==> config.mk <==
export PLATFORM = sky130hd
export DESIGN_NAME = i2c_master_bit_engine_core
export DESIGN_NICKNAME = d
export VERILOG_FILES = /design/src/rtl/core/i2cm_pkg.sv /design/src/rtl/core/i2cm_csr.sv /design/src/rtl/core/i2cm_engine.sv /design/src/rtl/core/i2c_master_bit_engine_core.sv
export SDC_FILE = /design/constraint.sdc
export NUM_CORES = 1
export LEC_CHECK = 0
export ABC_AREA = 1
export BUFFER_PORTS_ARGS = -buffer_cell sky130_fd_sc_hd__buf_2
export CAP_MARGIN = 20
export CORE_ASPECT_RATIO = 2
export CORE_MARGIN = 2
export CORE_UTILIZATION = 25
export DETAILED_ROUTE_END_ITERATION = 10
export PLACE_DENSITY = 0.48
export RECOVER_POWER = 100
export SLEW_MARGIN = 20
export SYNTH_ARGS = -nofsm -noshare
export SYNTH_HDL_FRONTEND = slang
export SYNTH_SLANG_ARGS = --single-unit
==> constraint.sdc <==
create_clock -name clock -period 4.4 [get_ports clock]
set_clock_uncertainty 0.2 [all_clocks]
set_input_delay 0.88 -clock clock [delete_from_list [all_inputs] [get_ports clock]]
set_output_delay 0.88 -clock clock [all_outputs]
set_load 0.005 [all_outputs]
==> src/rtl/core/i2cm_pkg.sv <==
// ----------------------------------------------------------------------------
// i2cm_pkg
// Shared types and constants for the I2C master bit engine: phase codes,
// command codes, register indexes and the config and result bundles.
// ----------------------------------------------------------------------------
package i2cm_pkg;

   // command codes carried in the request mode field
   localparam logic [2:0] MODE_NONE  = 3'd0;
   localparam logic [2:0] MODE_START = 3'd1;
   localparam logic [2:0] MODE_STOP  = 3'd2;
   localparam logic [2:0] MODE_WRITE = 3'd3;
   localparam logic [2:0] MODE_READ  = 3'd4;

   // configuration register indexes
   localparam int unsigned CSR_INDEX_WIDTH = 2;
   localparam logic [CSR_INDEX_WIDTH-1:0] CSR_UNIT_TICKS  = 2'd0;
   localparam logic [CSR_INDEX_WIDTH-1:0] CSR_SETUP_UNITS = 2'd1;
   localparam logic [CSR_INDEX_WIDTH-1:0] CSR_ACK_TIMEOUT = 2'd2;
   localparam int unsigned CSR_DATA_WIDTH = 16;

   // register reset values
   localparam logic [15:0] UNIT_TICKS_RESET  = 16'd8;
   localparam logic [7:0]  SETUP_UNITS_RESET = 8'd2;
   localparam logic [7:0]  ACK_TIMEOUT_RESET = 8'd250;

   // phase lengths in timing units
   localparam logic [7:0] EDGE_UNITS = 8'd4;
   localparam logic [7:0] HALF_UNITS = 8'd2;
   localparam logic [7:0] ACK_UNITS  = 8'd1;

   localparam logic [3:0] BITS_PER_BYTE = 4'd8;

   // bus phases
   typedef enum logic [4:0] {
      PH_IDLE,
      PH_ST_A,
      PH_ST_B,
      PH_ST_C,
      PH_SP_A,
      PH_SP_B,
      PH_SP_C,
      PH_WR_SETUP,
      PH_WR_DATA,
      PH_WR_HIGH,
      PH_WR_LOW,
      PH_AK_REL,
      PH_AK_HIGH,
      PH_AK_POLL,
      PH_AK_END,
      PH_RD_LOW,
      PH_RD_HIGH,
      PH_RA_DATA,
      PH_RA_HIGH
   } phase_type;

   typedef struct packed {
      logic [15:0] unit_ticks;
      logic [7:0]  setup_units;
      logic [7:0]  ack_timeout;
   } cfg_type;

   typedef struct packed {
      logic       scl;
      logic       sda_out;
      logic       sda_oe;
      logic       busy_res;
      logic       done_res;
      logic [7:0] rx_byte;
      logic       ack_error;
      logic       rejected;
   } result_type;

endpackage

==> src/rtl/core/i2cm_csr.sv <==
// ----------------------------------------------------------------------------
// i2cm_csr
// Configuration registers of the I2C master bit engine, written through a
// plain write port; writes to unused indexes are dropped.
// ----------------------------------------------------------------------------
module i2cm_csr (
   input  logic                                  clock,
   input  logic                                  reset,
   input  logic                                  csr_wr_en,
   input  logic [i2cm_pkg::CSR_INDEX_WIDTH-1:0]  csr_index,
   input  logic [i2cm_pkg::CSR_DATA_WIDTH-1:0]   csr_wdata,
   output i2cm_pkg::cfg_type                     cfg
);

   i2cm_pkg::cfg_type cfg_ff;
   i2cm_pkg::cfg_type cfg_in;

   // register write decode
   always_comb begin
      cfg_in = cfg_ff;
      if (csr_wr_en) begin
         unique case (csr_index)
            i2cm_pkg::CSR_UNIT_TICKS:  cfg_in.unit_ticks  = csr_wdata;
            i2cm_pkg::CSR_SETUP_UNITS: cfg_in.setup_units = csr_wdata[7:0];
            i2cm_pkg::CSR_ACK_TIMEOUT: cfg_in.ack_timeout = csr_wdata[7:0];
            default:                   cfg_in = cfg_ff;
         endcase
      end
   end

   always_ff @(posedge clock) begin
      if (reset) begin
         cfg_ff.unit_ticks  <= i2cm_pkg::UNIT_TICKS_RESET;
         cfg_ff.setup_units <= i2cm_pkg::SETUP_UNITS_RESET;
         cfg_ff.ack_timeout <= i2cm_pkg::ACK_TIMEOUT_RESET;
      end else begin
         cfg_ff <= cfg_in;
      end
   end

   assign cfg = cfg_ff;

endmodule

==> src/rtl/core/i2cm_engine.sv <==
// ----------------------------------------------------------------------------
// i2cm_engine
// Bus phase sequencer: advances the phase, timing counters and shift
// register by one tick per step and forms that tick's result.
// ----------------------------------------------------------------------------
module i2cm_engine #(
   parameter int unsigned TICK_COUNTER_WIDTH = 16
) (
   input  logic                   clock,
   input  logic                   reset,
   input  logic                   step_en,
   input  logic [2:0]             mode,
   input  logic [7:0]             tx_byte,
   input  logic                   send_ack,
   input  logic                   sda_in,
   input  i2cm_pkg::cfg_type      cfg,
   output i2cm_pkg::result_type   result
);

   localparam logic [31:0] TICK_MAX = (TICK_COUNTER_WIDTH >= 32) ? 32'hFFFF_FFFF
                                    : ((32'd1 << TICK_COUNTER_WIDTH) - 32'd1);

   // state registers
   i2cm_pkg::phase_type            phase_ff, phase_in;
   logic [3:0]                     bit_count_ff, bit_count_in;
   logic [7:0]                     shift_ff, shift_in;
   logic [TICK_COUNTER_WIDTH-1:0]  tick_ff, tick_in;
   logic [7:0]                     unit_ff, unit_in;
   logic [7:0]                     poll_ff, poll_in;
   logic                           scl_ff, scl_in;
   logic                           sda_ff, sda_lvl_in;
   logic                           drive_ff, drive_in;
   logic                           ack_choice_ff, ack_choice_in;
   logic [7:0]                     rx_ff, rx_in;
   logic                           err_ff, err_in;
   logic                           sample_ff, sample_in;

   // intermediate values between phase decision and entry actions
   logic                           cmd;
   logic                           enter_go;
   logic                           done;
   logic                           rej;
   logic [3:0]                     bit_count_inc;
   logic [7:0]                     shift_mid;
   logic                           sample_mid;
   logic                           scl_mid;
   logic [7:0]                     poll_mid;
   logic [TICK_COUNTER_WIDTH-1:0]  tick_mid;
   logic [7:0]                     unit_mid;
   logic [15:0]                    reload_raw;
   logic [TICK_COUNTER_WIDTH-1:0]  tick_reload;
   logic                           wait_load;
   logic [7:0]                     wait_units;

   assign cmd = (mode == i2cm_pkg::MODE_START) || (mode == i2cm_pkg::MODE_STOP) ||
                (mode == i2cm_pkg::MODE_WRITE) || (mode == i2cm_pkg::MODE_READ);
   assign bit_count_inc = bit_count_ff + 4'd1;

   // ticks per unit minus one, zero treated as one, saturated to counter width
   assign reload_raw  = (cfg.unit_ticks == 16'd0) ? 16'd0 : (cfg.unit_ticks - 16'd1);
   assign tick_reload = ({16'd0, reload_raw} > TICK_MAX) ? '1
                                                         : TICK_COUNTER_WIDTH'(reload_raw);

   // next phase, countdown and command intake
   always_comb begin
      phase_in      = phase_ff;
      enter_go      = 1'b0;
      done          = 1'b0;
      rej           = 1'b0;
      bit_count_in  = bit_count_ff;
      poll_mid      = poll_ff;
      tick_mid      = tick_ff;
      unit_mid      = unit_ff;
      err_in        = err_ff;
      rx_in         = rx_ff;
      sample_mid    = sample_ff;
      shift_mid     = shift_ff;
      scl_mid       = scl_ff;
      ack_choice_in = ack_choice_ff;
      if (phase_ff != i2cm_pkg::PH_IDLE) begin
         rej = cmd;
         // read data bit taken the tick after scl rises
         if (sample_ff) begin
            shift_mid  = {shift_ff[6:0], sda_in};
            sample_mid = 1'b0;
         end
         if (phase_ff == i2cm_pkg::PH_AK_POLL) begin
            priority if (!sda_in) begin
               phase_in = i2cm_pkg::PH_AK_END;
               enter_go = 1'b1;
            end else if (poll_ff >= cfg.ack_timeout) begin
               err_in   = 1'b1;
               phase_in = i2cm_pkg::PH_SP_A;
               enter_go = 1'b1;
            end else begin
               poll_mid = poll_ff + 8'd1;
            end
         end else if (tick_ff != '0) begin
            tick_mid = tick_ff - TICK_COUNTER_WIDTH'(1);
         end else if (unit_ff != 8'd0) begin
            unit_mid = unit_ff - 8'd1;
            tick_mid = tick_reload;
         end else begin
            // wait expired: move to the following phase
            enter_go = 1'b1;
            unique case (phase_ff)
               i2cm_pkg::PH_ST_A:     phase_in = i2cm_pkg::PH_ST_B;
               i2cm_pkg::PH_ST_B:     phase_in = i2cm_pkg::PH_ST_C;
               i2cm_pkg::PH_SP_A:     phase_in = i2cm_pkg::PH_SP_B;
               i2cm_pkg::PH_SP_B:     phase_in = i2cm_pkg::PH_SP_C;
               i2cm_pkg::PH_WR_SETUP: phase_in = i2cm_pkg::PH_WR_DATA;
               i2cm_pkg::PH_WR_DATA:  phase_in = i2cm_pkg::PH_WR_HIGH;
               i2cm_pkg::PH_WR_HIGH:  phase_in = i2cm_pkg::PH_WR_LOW;
               i2cm_pkg::PH_WR_LOW: begin
                  bit_count_in = bit_count_inc;
                  phase_in = (bit_count_inc >= i2cm_pkg::BITS_PER_BYTE) ?
                             i2cm_pkg::PH_AK_REL : i2cm_pkg::PH_WR_DATA;
               end
               i2cm_pkg::PH_AK_REL:   phase_in = i2cm_pkg::PH_AK_HIGH;
               i2cm_pkg::PH_AK_HIGH:  phase_in = i2cm_pkg::PH_AK_POLL;
               i2cm_pkg::PH_RD_LOW:   phase_in = i2cm_pkg::PH_RD_HIGH;
               i2cm_pkg::PH_RD_HIGH: begin
                  bit_count_in = bit_count_inc;
                  phase_in = (bit_count_inc >= i2cm_pkg::BITS_PER_BYTE) ?
                             i2cm_pkg::PH_RA_DATA : i2cm_pkg::PH_RD_LOW;
               end
               i2cm_pkg::PH_RA_DATA:  phase_in = i2cm_pkg::PH_RA_HIGH;
               i2cm_pkg::PH_RA_HIGH: begin
                  enter_go = 1'b0;
                  scl_mid  = 1'b0;
                  rx_in    = shift_mid;
                  phase_in = i2cm_pkg::PH_IDLE;
                  done     = 1'b1;
               end
               default: begin
                  enter_go = 1'b0;
                  phase_in = i2cm_pkg::PH_IDLE;
                  done     = 1'b1;
               end
            endcase
         end
      end else if (cmd) begin
         // new command from idle
         err_in       = 1'b0;
         bit_count_in = 4'd0;
         enter_go     = 1'b1;
         unique case (mode)
            i2cm_pkg::MODE_START: phase_in = i2cm_pkg::PH_ST_A;
            i2cm_pkg::MODE_STOP:  phase_in = i2cm_pkg::PH_SP_A;
            i2cm_pkg::MODE_WRITE: begin
               shift_mid = tx_byte;
               phase_in  = i2cm_pkg::PH_WR_SETUP;
            end
            default: begin
               shift_mid     = 8'd0;
               ack_choice_in = send_ack;
               phase_in      = i2cm_pkg::PH_RD_LOW;
            end
         endcase
      end
   end

   // levels and wait loads applied on entry to a phase
   always_comb begin
      scl_in     = scl_mid;
      sda_lvl_in = sda_ff;
      drive_in   = drive_ff;
      shift_in   = shift_mid;
      sample_in  = sample_mid;
      poll_in    = poll_mid;
      wait_load  = 1'b0;
      wait_units = 8'd0;
      if (enter_go) begin
         unique case (phase_in)
            i2cm_pkg::PH_ST_A: begin
               drive_in = 1'b1; sda_lvl_in = 1'b1; scl_in = 1'b1;
               wait_load = 1'b1; wait_units = i2cm_pkg::EDGE_UNITS;
            end
            i2cm_pkg::PH_ST_B: begin
               sda_lvl_in = 1'b0;
               wait_load = 1'b1; wait_units = i2cm_pkg::EDGE_UNITS;
            end
            i2cm_pkg::PH_ST_C: begin
               scl_in = 1'b0;
               wait_load = 1'b1; wait_units = i2cm_pkg::EDGE_UNITS;
            end
            i2cm_pkg::PH_SP_A: begin
               drive_in = 1'b1; scl_in = 1'b0; sda_lvl_in = 1'b0;
               wait_load = 1'b1; wait_units = i2cm_pkg::EDGE_UNITS;
            end
            i2cm_pkg::PH_SP_B: begin
               scl_in = 1'b1;
               wait_load = 1'b1; wait_units = i2cm_pkg::EDGE_UNITS;
            end
            i2cm_pkg::PH_SP_C: begin
               sda_lvl_in = 1'b1;
               wait_load = 1'b1; wait_units = i2cm_pkg::EDGE_UNITS;
            end
            i2cm_pkg::PH_WR_SETUP: begin
               drive_in = 1'b1; scl_in = 1'b0;
               wait_load = 1'b1; wait_units = cfg.setup_units;
            end
            i2cm_pkg::PH_WR_DATA: begin
               sda_lvl_in = shift_mid[7];
               shift_in   = {shift_mid[6:0], 1'b0};
               wait_load = 1'b1; wait_units = i2cm_pkg::HALF_UNITS;
            end
            i2cm_pkg::PH_WR_HIGH: begin
               scl_in = 1'b1;
               wait_load = 1'b1; wait_units = i2cm_pkg::HALF_UNITS;
            end
            i2cm_pkg::PH_WR_LOW: begin
               scl_in = 1'b0;
               wait_load = 1'b1; wait_units = i2cm_pkg::HALF_UNITS;
            end
            i2cm_pkg::PH_AK_REL: begin
               drive_in = 1'b0;
               wait_load = 1'b1; wait_units = i2cm_pkg::ACK_UNITS;
            end
            i2cm_pkg::PH_AK_HIGH: begin
               scl_in = 1'b1;
               wait_load = 1'b1; wait_units = i2cm_pkg::ACK_UNITS;
            end
            i2cm_pkg::PH_AK_POLL: poll_in = 8'd0;
            i2cm_pkg::PH_AK_END: begin
               scl_in = 1'b0;
               wait_load = 1'b1; wait_units = i2cm_pkg::ACK_UNITS;
            end
            i2cm_pkg::PH_RD_LOW: begin
               drive_in = 1'b0; scl_in = 1'b0;
               wait_load = 1'b1; wait_units = i2cm_pkg::HALF_UNITS;
            end
            i2cm_pkg::PH_RD_HIGH: begin
               scl_in = 1'b1; sample_in = 1'b1;
               wait_load = 1'b1; wait_units = i2cm_pkg::ACK_UNITS;
            end
            i2cm_pkg::PH_RA_DATA: begin
               scl_in = 1'b0; drive_in = 1'b1; sda_lvl_in = ~ack_choice_in;
               wait_load = 1'b1; wait_units = i2cm_pkg::HALF_UNITS;
            end
            i2cm_pkg::PH_RA_HIGH: begin
               scl_in = 1'b1;
               wait_load = 1'b1; wait_units = i2cm_pkg::HALF_UNITS;
            end
            default: wait_load = 1'b0;
         endcase
      end
   end

   // wait counters: load on entry, else countdown value
   always_comb begin
      if (wait_load) begin
         unit_in = (wait_units == 8'd0) ? 8'd0 : (wait_units - 8'd1);
         tick_in = (wait_units == 8'd0) ? '0 : tick_reload;
      end else begin
         unit_in = unit_mid;
         tick_in = tick_mid;
      end
   end

   always_ff @(posedge clock) begin
      if (reset) begin
         phase_ff      <= i2cm_pkg::PH_IDLE;
         bit_count_ff  <= 4'd0;
         shift_ff      <= 8'd0;
         tick_ff       <= '0;
         unit_ff       <= 8'd0;
         poll_ff       <= 8'd0;
         scl_ff        <= 1'b1;
         sda_ff        <= 1'b1;
         drive_ff      <= 1'b0;
         ack_choice_ff <= 1'b0;
         rx_ff         <= 8'd0;
         err_ff        <= 1'b0;
         sample_ff     <= 1'b0;
      end else if (step_en) begin
         phase_ff      <= phase_in;
         bit_count_ff  <= bit_count_in;
         shift_ff      <= shift_in;
         tick_ff       <= tick_in;
         unit_ff       <= unit_in;
         poll_ff       <= poll_in;
         scl_ff        <= scl_in;
         sda_ff        <= sda_lvl_in;
         drive_ff      <= drive_in;
         ack_choice_ff <= ack_choice_in;
         rx_ff         <= rx_in;
         err_ff        <= err_in;
         sample_ff     <= sample_in;
      end
   end

   // result of this tick
   always_comb begin
      result.scl       = scl_in;
      result.sda_out   = sda_lvl_in;
      result.sda_oe    = drive_in;
      result.busy_res  = (phase_in != i2cm_pkg::PH_IDLE);
      result.done_res  = done;
      result.rx_byte   = rx_in;
      result.ack_error = err_in;
      result.rejected  = rej;
   end

   // a completed command leaves the engine idle
   a_done_idle: assert property (@(posedge clock) disable iff (reset)
      (step_en && done) |=> (phase_ff == i2cm_pkg::PH_IDLE))
      else $error("engine not idle after command completion");

   // a request is only rejected while a command runs
   a_rej_busy: assert property (@(posedge clock) disable iff (reset)
      (step_en && rej) |-> (phase_ff != i2cm_pkg::PH_IDLE))
      else $error("request rejected while idle");

   // a read sample is only pending during the high half of a read bit
   a_sample_phase: assert property (@(posedge clock) disable iff (reset)
      sample_ff |-> (phase_ff == i2cm_pkg::PH_RD_HIGH))
      else $error("read sample pending outside read high phase");

   // bit counter never runs past one byte
   a_bit_count: assert property (@(posedge clock) disable iff (reset)
      bit_count_ff <= i2cm_pkg::BITS_PER_BYTE)
      else $error("bit counter past eight");

endmodule

==> src/rtl/core/i2c_master_bit_engine_core.sv <==
// ----------------------------------------------------------------------------
// i2c_master_bit_engine_core
// Byte-level I2C master driving SCL and SDA, one request per bus tick.
// ----------------------------------------------------------------------------
// Each request is one tick of the bus timebase: it carries an optional
// command (start, stop, write byte, read byte) and the sampled SDA level,
// and produces exactly one response with the SCL/SDA levels and status for
// that tick. A request is taken every cycle; its response appears in the
// output register on the following cycle. Requests keep flowing while a
// response waits, as long as the output register is drained in the same
// cycle; with the response side stalled the request side stalls too. All
// bus timing (start/stop edges, bit halves, acknowledge, ack timeout) is
// counted in requests, not clock cycles.
module i2c_master_bit_engine_core #(
   parameter int unsigned TICK_COUNTER_WIDTH = 16
) (
   input  logic                                  clock,
   input  logic                                  reset,
   // request channel
   input  logic                                  req_valid,
   output logic                                  req_stall,
   input  logic [2:0]                            req_mode,
   input  logic [7:0]                            req_tx_byte,
   input  logic                                  req_send_ack,
   input  logic                                  req_sda_in,
   // response channel
   output logic                                  rsp_valid,
   input  logic                                  rsp_stall,
   output logic                                  rsp_scl,
   output logic                                  rsp_sda_out,
   output logic                                  rsp_sda_oe,
   output logic                                  rsp_busy_res,
   output logic                                  rsp_done_res,
   output logic [7:0]                            rsp_rx_byte,
   output logic                                  rsp_ack_error,
   output logic                                  rsp_rejected,
   // configuration write port
   input  logic                                  csr_wr_en,
   input  logic [i2cm_pkg::CSR_INDEX_WIDTH-1:0]  csr_index,
   input  logic [i2cm_pkg::CSR_DATA_WIDTH-1:0]   csr_wdata
);

   i2cm_pkg::cfg_type     cfg;
   i2cm_pkg::result_type  result;
   i2cm_pkg::result_type  rsp_ff;
   logic                  rsp_valid_ff, rsp_valid_in;
   logic                  req_take;

   // request accepted when the output register is free or draining
   assign req_stall = rsp_valid_ff && rsp_stall;
   assign req_take  = req_valid && !req_stall;

   i2cm_csr u_csr (
      .clock     (clock),
      .reset     (reset),
      .csr_wr_en (csr_wr_en),
      .csr_index (csr_index),
      .csr_wdata (csr_wdata),
      .cfg       (cfg)
   );

   i2cm_engine #(
      .TICK_COUNTER_WIDTH (TICK_COUNTER_WIDTH)
   ) u_engine (
      .clock    (clock),
      .reset    (reset),
      .step_en  (req_take),
      .mode     (req_mode),
      .tx_byte  (req_tx_byte),
      .send_ack (req_send_ack),
      .sda_in   (req_sda_in),
      .cfg      (cfg),
      .result   (result)
   );

   // output register valid
   always_comb begin
      priority if (req_take) begin
         rsp_valid_in = 1'b1;
      end else if (!rsp_stall) begin
         rsp_valid_in = 1'b0;
      end else begin
         rsp_valid_in = rsp_valid_ff;
      end
   end

   always_ff @(posedge clock) begin
      if (reset) begin
         rsp_valid_ff <= 1'b0;
      end else begin
         rsp_valid_ff <= rsp_valid_in;
      end
   end

   // output register payload
   always_ff @(posedge clock) begin
      if (req_take) begin
         rsp_ff <= result;
      end
   end

   assign rsp_valid     = rsp_valid_ff;
   assign rsp_scl       = rsp_ff.scl;
   assign rsp_sda_out   = rsp_ff.sda_out;
   assign rsp_sda_oe    = rsp_ff.sda_oe;
   assign rsp_busy_res  = rsp_ff.busy_res;
   assign rsp_done_res  = rsp_ff.done_res;
   assign rsp_rx_byte   = rsp_ff.rx_byte;
   assign rsp_ack_error = rsp_ff.ack_error;
   assign rsp_rejected  = rsp_ff.rejected;

endmodule

==> Word-level counts from Yosys, hierarchy flattened <==
Index checks and enable logic that the tools add are counted.
{ "word_totals": {"in_bits": 36, "output_inout_bits": 17, "reg_bits": 111, "wordCells": 203} }
{ "op_classes": {"order_cmp": 2, "mux": 84, "addsub": 6, "n_eq_ne": 46, "bitwise_logic": 2, "reduce_logical": 38} }
{ "op_table": {"columns": ["cell", "count"], "rows": [
  ["$mux 8", 23],
  ["$mux 16", 7],
  ["$eq 5x4->1 const B", 15],
  ["$pmux 5 s13", 1],
  ["$mux 5", 8],
  ["$eq 5x3->1 const B", 7],
  ["$mux 1", 32],
  ["$pmux 8 s4", 1],
  ["$sub 16x1->16 const B", 2],
  ["$eq 5x5->1 const B", 6],
  ["$mux 4", 6],
  ["$reduce_or 6->1", 3],
  ["$reduce_or 17->1", 1],
  ["$logic_not 16->1", 1],
  ["$pmux 8 s2", 1],
  ["$reduce_bool 16->1", 1],
  ["$sub 8x1->8 const B", 2],
  ["$eq 5x2->1 const B", 3],
  ["$reduce_or 13->1", 1],
  ["$pmux 4 s3", 1],
  ["$reduce_or 4->1", 3],
  ["$eq 5x1->1 const B", 2],
  ["$reduce_bool 5->1", 2],
  ["$reduce_or 2->1", 5],
  ["29 further kinds", 44]
]} }

==> Depth between registers and ports, before layout <==
Gate-level depths: netlist (run 1).
{ "depth": {"depth_word": 15, "mapped_depth": 27, "ltp_nobuf": 26} }

==> Modules after synthesis <==
From an unflattened synthesis (run 1), not the netlist that was laid out.
{ "hier_totals": {"cells_unflattened": 1189, "hier_area_um2": 7633.6} }
{ "by_module_without_submodules": {"columns": ["mod", "seq_area_each_um2", "area_each_um2", "cells_each", "n_inst"], "rows": [
  ["i2cm_engine", 1261.2, 5728.0, 972, 1],
  ["i2cm_csr", 640.6, 1406.3, 196, 1],
  ["i2c_master_bit_engine_core", 470.5, 499.2, 21, 1]
]} }

==> Least setup slack after synthesis (run 1) <==
Ideal clock, no wire load.
{ "synth_timing": {"kind": "input port to flip-flop", "from": "input req_mode[2]", "to": "register u_engine.tick_ff[7]", "setup_ps": 64, "required_ps": 4136, "slack_ps": 824, "path_buffers": 2, "t_arrival_ps": 3312, "stages": 24, "path_cell_list": "inv_1 -> nand2_1 -> nor2_4 -> nor2_1 -> inv_1 -> o21ai_0 -> a21oi_1 -> nand3_2 -> inv_2 -> nand2_1 -> nor2_4 -> buf_6 -> nand2_1 -> nand3_1 -> nand2_1 -> ha_1 -> nand2_1 -> nor2_1 -> nand2_1 -> nand3_2 -> buf_6 -> o21ai_0 -> nor2_1 -> nor2_1"} }
{ "synth_between": {"elab_chain_len": 13, "elab_cells_between_ends": 44, "classes_between": "eq/ne (22); mux (11); reduce/logical (11)"} }
{ "synth_lines": {"columns": ["element", "line", "text"], "rows": [
  ["start: declaration", "i2c_master_bit_engine_core.sv:22", "input logic [2:0] req_mode,"],
  ["$eq 3x1->1 or $eq 3x2->1 (tied branches)", "i2cm_engine.sv:55, i2cm_engine.sv:147", null],
  ["$logic_or 1x1->1 (2 in series)", "i2cm_engine.sv:55", "assign cmd = (mode == i2cm_pkg::MODE_START) || (mode == i2cm_pkg::MODE_STOP) ||"],
  ["$logic_or 1x1->1", "i2cm_engine.sv:56", "(mode == i2cm_pkg::MODE_WRITE) || (mode == i2cm_pkg::MODE_READ);"],
  ["$mux 5", "i2cm_engine.sv:142", "end else if (cmd) begin"],
  ["$mux 5", "i2cm_engine.sv:80", "if (phase_ff != i2cm_pkg::PH_IDLE) begin"],
  ["$eq 5x4->1, or another cell as far along", "i2cm_engine.sv:174", "unique case (phase_in)"],
  ["$reduce_or 6->1 (no line) or $reduce_or 4->1 (tied branches)", null, null],
  ["$pmux 8 s4", "i2cm_engine.sv:174", null],
  ["$mux 8", "i2cm_engine.sv:173", "if (enter_go) begin"],
  ["$logic_not 8->1", "i2cm_engine.sv:254", "tick_in = (wait_units == 8'd0) ? '0 : tick_reload;"],
  ["$mux 16", "i2cm_engine.sv:254", null],
  ["$mux 16", "i2cm_engine.sv:252", "if (wait_load) begin"],
  ["end signal: assignment", "i2cm_engine.sv:280", "tick_ff <= tick_in;"],
  ["end: declaration", "i2cm_engine.sv:27", "logic [TICK_COUNTER_WIDTH-1:0] tick_ff, tick_in;"]
]} }
Parallel ways exist; a longest one is shown, timed or not.
A chain may end at the register's enable or synchronous reset.

==> Worst setup path after layout (run 1) <==
{ "layout_timing": {"from": "register u_engine.unit_ff[0]", "to": "register u_engine.tick_ff[1]"} }
{ "layout_between": {"elab_chain_len": 12, "elab_cells_between_ends": 41, "classes_between": "eq/ne (18); mux (14); reduce/logical (9)"} }
{ "layout_lines": {"columns": ["element", "line", "text"], "rows": [
  ["start: declaration", "i2cm_engine.sv:28", "logic [7:0] unit_ff, unit_in;"],
  ["start signal: assignment", "i2cm_engine.sv:281", "unit_ff <= unit_in;"],
  ["$reduce_bool 8->1 *", "i2cm_engine.sv:100", "end else if (unit_ff != 8'd0) begin"],
  ["$mux 5", "i2cm_engine.sv:100", null],
  ["$mux 5", "i2cm_engine.sv:98", "end else if (tick_ff != '0) begin"],
  ["$mux 5", "i2cm_engine.sv:87", "if (phase_ff == i2cm_pkg::PH_AK_POLL) begin"],
  ["$mux 5", "i2cm_engine.sv:80", null],
  ["$eq 5x4->1, or another cell as far along", "i2cm_engine.sv:174", null],
  ["$reduce_or 6->1 (no line) or $reduce_or 4->1 (tied branches)", null, null],
  ["$pmux 8 s4", "i2cm_engine.sv:174", null],
  ["$mux 8", "i2cm_engine.sv:173", null],
  ["$logic_not 8->1", "i2cm_engine.sv:254", null],
  ["$mux 16", "i2cm_engine.sv:254", null],
  ["$mux 16", "i2cm_engine.sv:252", null]
]} }
Every way passes the cells marked *; elsewhere a longest branch is shown, timed or not.

==> results of run 1 <==
==> through the flow <==
stage	util, %	area [sq um]
after global routing	28.6	8280
after detailed placement	27.8	8060
after global placement	27.8	8060
final	28.6	8280
after CTS	28.8	8340
after floorplan	-	7370
==> path summary, 6_finish.rpt <==
check | startpoint | slack, ns | to
min reg2reg | u_csr.cfg[2] | 0.27 | u_csr.cfg[2]
max reg2reg | u_engine.unit_ff[0] | 0.42 | u_engine.tick_ff[1]
min | u_csr.cfg[2] | 0.27 | u_csr.cfg[2]
max | u_engine.unit_ff[0] | 0.42 | u_engine.tick_ff[1]
==> layout by cell type (no fill, tap or decap), types with 4 or more instances in the layout <==
| cell | count |
|---|---|
| inv_2 | 8 |
| nor3_1 | 14 |
| a21oi_1 | 76 |
| nand3b_1 | 4 |
| buf_4 | 12 |
| nand3_2 | 9 |
| xor2_1 | 23 |
| inv_1 | 143 |
| o211ai_1 | 9 |
| nor2_2 | 7 |
| edfxtp_1 | 15 |
| nand2_1 | 251 |
| nand4_1 | 18 |
| nor2_1 | 159 |
| dfxtp_1 | 96 |
| nand2_2 | 6 |
| ha_1 | 16 |
| buf_2 | 41 |
| nand3_1 | 73 |
| clkbuf_1 | 19 |
| nor2_4 | 10 |
| nor4_1 | 8 |
| o21ai_0 | 107 |
| nand2_4 | 4 |
| o22ai_1 | 4 |
| clkbuf_16 | 9 |
| inv_6 | 4 |
==> kinds of logic after synthesis <==
logic type / Yosys count
XOR/XNOR: 24
multiplexers: 2
AND/OR/NAND/NOR: 572
buffers and inverters: 188
adder cells (fa/ha/maj): 16
AO/OA/AOI/OAI: 219
flip-flops: 111
==> layer usage <==
metal / track usage, % / vias to the layer above
met5: 0 / -
met4: 10.2 / 0
met3: 1.80 / 61
met2: 32.4 / 105
met1: 13.8 / 3390
li1: - / 3784
==> worst max-delay path, delay by kind of cell, from the launching register on <==
| family | cells | cell delay [ns] |
|---|---|---|
| adders and majority gates | 1 | 0.24 |
| buffers and inverters | 2 | 0.20 |
| DFF | 1 | 0.30 |
| and+or+nand+nor | 16 | 2.57 |
| AOI/OAI and AO/OA | 2 | 0.34 |
==> power by group <==
part | switching [mW] | total, mW | internal, mW
Clock | 0.436 | 0.828 | 0.392
Sequential | 0.0753 | 1.21 | 1.14
Combinational | 1.06 | 1.57 | 0.515
==> flip-flops by register name, indices dropped and copies added, names as in the netlist, 5 cells and up <==
signal,flops
u_csr.cfg,32
u_engine.tick_ff,16
rsp_rx_byte,8
u_engine.poll_ff,8
u_engine.rx_ff,8
u_engine.shift_ff,8
u_engine.unit_ff,8
u_engine.phase_ff,5
==> layout make-up <==
class                      instances  area, sq um  share of cell area [%]
clock inverter                     7         53.8                   0.650
timing repair buffer              73          387                    4.67
inverter                         152          571                    6.89
sequential                       111         2370                    28.6
clock buffer                       9          225                    2.72
tap                              360          450                    5.44
multi-input combinational        833         4220                    51.0
==> impl_metrics.py, run 1 <==
metrics = {
    "outcome": {
        "outcome": "finished with violations",
        "violations": "capacitance limit, slew limit",
    },
    "clock_tree": {
        "post_cts_buffers": 0,
        "ctsLongestPathBuffers": 2,
        "postCtsHoldBufs": 0,
        "clkSinkCount": 111,
        "clk_pin_slew_ns": 0.09,
        "cts_resized": 0,
        "tritoncts": "done",
        "cts-root-buf": "clkbuf_16",
        "cts_buffers": 9,
        "clk_latency_ns": 0.38,
        "h-tree-depth": 3,
    },
    "place": {
        "routabilityCongestion": 0.904,
        "portBuffers": 52,
        "placed_cells": 1529,
        "place_ws_ns": 0.152,
        "dp_hpwl_microns": 18700,
    },
    "global_route": {
        "antenna_found_initial": 0,
        "grt.total_usage_pct": 15.7,
        "grt_overflow": 0,
        "grt_pass1_wl_microns": 38100,
        "grt_max_degree": 40,
        "grt_pass1_vias": 7517,
    },
    "hold_path": {
        "hp-class": "register to register",
        "hold_depth": 2,
    },
    "drt": {
        "vias": 7340,
        "wl_met3_microns": 357,
        "wl_met1_microns": 8030,
        "top_layer": "met4",
        "ant_nets": 0,
        "dr.pass1.iters": 4,
        "dr_wl_met2_microns": 13700,
        "viasPerCell": 4.75,
        "drt_iter0_markers": 266,
        "drc": 0,
        "wire_per_inst_microns": 15.2,
        "wirelength_microns": 23500,
    },
    "setup_path": {
        "path_common_cell": "nor2_1",
        "arrival_ns": 4.05,
        "crit_fanout": 32,
        "slowest_delay_ns": 0.30,
        "crit_required_ns": 4.48,
        "start_kind": "register",
        "rr_worst_depth": 21,
        "worstSetupPathType": "register to register",
        "crit_chain": "inv_1, ha_1, nand2_1, nor2_1, nand4_2, o21ai_1, nand2_2, nand3_2, inv_2, nand2_1, nor2_1, nor2_1, nand3_1, nor2_1, nand3_4, nand2_4, o21ai_2, nand2_4, nand2_1, nand2_1, nor2_1",
        "crit_slowest_cell": "dfxtp_1",
        "worstSetupEndpointType": "register",
    },
    "timing": {
        "worst_pin_slew_ns": 2.05,
        "slew_headroom_pct": -36.7,
        "slew_violations": 39,
        "fin_crit_sh_pct": 90.4,
        "setup_viol": 0,
        "min_period_ns": 3.98,
        "setup-tns-final_ns": 0,
        "finalHoldViolations": 0,
        "fin_ws_ns": 0.424,
        "rsz0062_at_grt": "no",
        "whs_ns": 0.272,
        "clock.fmax_mhz": 252,
    },
    "yosys": {
        "synth_compound_area_share_pct": 16.2,
        "synth.most_common_cell": "nand2_1",
        "synth_top_area_share_pct": 26.1,
        "synth-seq-area-share_pct": 32.2,
        "synth_top_family_by_area": "simple AND/OR/NAND/NOR gates",
        "syn_inst": 1132,
        "synth-simple-area-share_pct": 35.4,
        "ys_warn_count": 0,
        "synthTopCellsByCount": "nand2_1 (250), nor2_1 (160), inv_1 (142)",
        "synth_edf_count": 15,
        "synth.distinct_cells": 50,
        "ys_ff_latch": 111,
        "async_flop_share_pct": 0,
        "synth_area_leaders": "dfxtp_1 (26%), nand2_1 (13%), nor2_1 (8.2%)",
        "synth_xor_area_share_pct": 2.85,
        "synth_mux_area_share_pct": 0.272,
        "synth_area_sq_mm": 0.00737,
        "synth_fa_ha_area_share_pct": 2.72,
        "syn_nets": 1184,
        "synth-main-ff-cell": "dfxtp_1",
        "synth.largest_area_cell": "dfxtp_1",
        "syn_area_per_cell_sq_um": 6.51,
    },
    "floorplan": {
        "start_util_pct": 25.4,
        "dieArea_sq_mm": 0.0309,
        "chipHeight_microns": 247,
        "rows": 88,
        "core_sq_mm": 0.0290,
        "fp.dieW_microns": 125,
        "ios": 53,
    },
    "finish": {
        "fin_cells": 1545,
        "drive_gt1_share_pct": 10.5,
        "syn2layout_area_growth_pct": 12.4,
        "final_nets": 1232,
        "fillers": 3277,
        "antenna_cells": 0,
    },
    "flow_run": {
        "maxCapViolations": 1,
    },
    "power": {
        "cellPowerDensity_mw_per_mm2": 436,
        "vdd_ir_drop_max_mv": 0.174,
        "power_mw": 3.61,
        "p_leak_nw": 3.87,
    },
}
(Power assumes the default switching activity.)
==> run 2: changes to the inputs <==
REMOVE_ABC_BUFFERS = 1   (was default)
==> run 2 against run 1 <==
  * The flow still finishes with violations (capacitance limit, slew limit)
  * Sequential cell count unchanged
  * Final cell count increased by 0.52%
  * Utilization increased by 0.32 points
  * Largest power group unchanged
  * First-iteration DRC count increased by 2.6%
  * Sequential power about the same
  * Fmax decreased by 0.15%
  * Design area increased by 1.1%
==> impl_metrics.py, run 2 (synthesis results as in run 1) <==
metrics = {
    "drt": {
        "viasPerCell": 4.69,
        "drc": 0,
        "dr.pass1.iters": 4,
        "wire_per_inst_microns": 15.3,
        "drt_iter0_markers": 273,
        "ant_nets": 0,
        "vias": 7279,
        "wirelength_microns": 23700,
    },
    "global_route": {
        "grt.total_usage_pct": 15.8,
        "grt_overflow": 0,
        "grt_pass1_vias": 7351,
        "grt_max_degree": 61,
        "grt_pass1_wl_microns": 38000,
        "antenna_found_initial": 0,
    },
    "setup_path": {
        "worstSetupEndpointType": "register",
        "worstSetupPathType": "register to register",
        "startpoint": "u_engine.unit_ff[0]",
        "crit_slowest_cell": "dfxtp_1",
        "rr_worst_depth": 22,
        "start_kind": "register",
        "cp_top_family": "simple AND/OR/NAND/NOR gates",
        "reg2reg_to": "u_engine.unit_ff[2]",
        "crit_required_ns": 4.46,
        "crit_chain": "inv_1, ha_1, nand2_1, nor2_1, inv_1, nor2_4, nand3_1, nand2_1, nand2_1, nand4_1, inv_1, nand2_1, nand3b_1, nor2_2, nand3_4, nand2_4, buf_4, nand2_2, nand2_4, nand2_1, nand2_1, nor2_1",
        "slowest_delay_ns": 0.31,
        "crit_fanout": 15,
        "cp_num_cells": 22,
        "r2r_start": "u_engine.unit_ff[0]",
        "arrival_ns": 4.04,
        "cp-endpoint": "u_engine.unit_ff[2]",
        "path_common_cell": "nand2_1",
        "path_buf_inv": 4,
        "ff2ff_setup_slack_ns": 0.42,
    },
    "timing": {
        "rsz0062_at_grt": "no",
        "fin_ws_ns": 0.418,
        "min_period_ns": 3.98,
        "setup_viol": 0,
        "worst_pin_slew_ns": 2.77,
        "clock.fmax_mhz": 251,
        "setup-tns-final_ns": 0,
        "slew_violations": 100,
        "finalHoldViolations": 0,
        "fin_crit_sh_pct": 90.5,
        "whs_ns": 0.270,
        "slew_headroom_pct": -84.4,
    },
    "place": {
        "portBuffers": 52,
        "place_area_sq_mm": 0.00803,
        "place_ws_ns": 0.0174,
        "dp_hpwl_microns": 18500,
        "routabilityCongestion": 0.880,
    },
    "finish": {
        "largest_register_ffs": 32,
        "final_area_sq_mm": 0.00838,
        "final_nets": 1240,
        "fillers": 3270,
        "syn2layout_area_growth_pct": 13.7,
        "antenna_cells": 0,
        "drive_gt1_share_pct": 11.4,
        "most-common-layout-cells": "nand2_1 (251), nor2_1 (159), inv_1 (143), o21ai_0 (107), dfxtp_1 (96)",
        "final_common_cell": "nand2_1",
    },
    "clock_tree": {
        "cts-root-buf": "clkbuf_16",
        "clk_pin_slew_ns": 0.08,
        "h-tree-depth": 3,
        "tritoncts": "done",
        "ctsLongestPathBuffers": 2,
        "postCtsHoldBufs": 0,
        "clkSinkCount": 111,
        "cts_buffers": 9,
        "clk_latency_ns": 0.38,
    },
    "power": {
        "cellPowerDensity_mw_per_mm2": 439,
        "p_leak_nw": 3.94,
        "vdd_ir_drop_max_mv": 0.206,
    },
    "flow_run": {
        "maxCapViolations": 3,
    },
    "floorplan": {
        "dieArea_sq_mm": 0.0309,
        "chipHeight_microns": 247,
        "start_util_pct": 25.4,
        "rows": 88,
        "core_sq_mm": 0.0290,
        "fp.dieW_microns": 125,
        "ios": 53,
    },
    "outcome": {
        "violations": "capacitance limit, slew limit",
        "outcome": "finished with violations",
    },
    "hold_path": {
        "hp-class": "register to register",
    },
}
## run 2: worst min-delay path by stage
stage                               startpoint                   end  slack (ns)  cells after the start
after floorplan                u_engine.scl_ff       u_engine.scl_ff        0.23                      2
after global placement         u_engine.scl_ff       u_engine.scl_ff        0.25                      2
after CTS                 u_engine.shift_ff[7]  u_engine.shift_ff[7]        0.27                      2
after global routing      u_engine.shift_ff[7]  u_engine.shift_ff[7]        0.30                      2
after detailed placement  u_engine.shift_ff[7]  u_engine.shift_ff[7]        0.26                      2
final                     u_engine.shift_ff[7]  u_engine.shift_ff[7]        0.27                      2
## run 2: metal layers
layer | global-route usage [%] | vias to the layer above | part of all wire, %
met3 | 2.03 | 59 | 2.4
met4 | 10.3 | 0 | 5.9
li1 | - | 3791 | -
met2 | 32.4 | 124 | 57
met5 | 0 | - | 0
met1 | 14.0 | 3305 | 35
## run 2: power breakdown
part	internal, mW	leakage (nW)	switching (mW)
logic	0.535	2.86	1.07
clock network	0.444	0.146	0.421
registers	1.14	0.933	0.0726
## run 2: timing repair
item | CTS | global route
gates resized for setup | 0 | 1
buffers inserted | 0 | 10
setup endpoints to repair | 0 | 24
## run 2: worst register-to-register path, cell delays in order, from the launching register on
cell and delay, ns:
dfxtp_1 0.31, inv_1 0.12, ha_1 0.26, nand2_1 0.11, nor2_1 0.26, inv_1 0.19
nor2_4 0.21, nand3_1 0.09, nand2_1 0.12, nand2_1 0.17, nand4_1 0.22, inv_1 0.09
nand2_1 0.18, nand3b_1 0.12, nor2_2 0.18, nand3_4 0.16, nand2_4 0.18, buf_4 0.23
nand2_2 0.10, nand2_4 0.16, nand2_1 0.07, nand2_1 0.06, nor2_1 0.08
## run 2: metrics by stage
step,total power [mW],utilization (%),std cells
finish,3.68,28.9,1553
global route,3.98,28.9,1553
floorplan,2.38,-,1096
global placement,2.81,27.7,1527
CTS,3.71,28.8,1543
detailed placement,2.82,27.7,1527
## run 2: cell type report
type	count	area, sq um	area share, %
Tap cell	360	450	5.38
Multi-Input combinational cell	833	4230	50.5
Clock inverter	7	68.8	0.822
Timing Repair Buffer	81	459	5.48
Sequential cell	111	2370	28.3
Inverter	152	571	6.81
Clock buffer	9	225	2.69
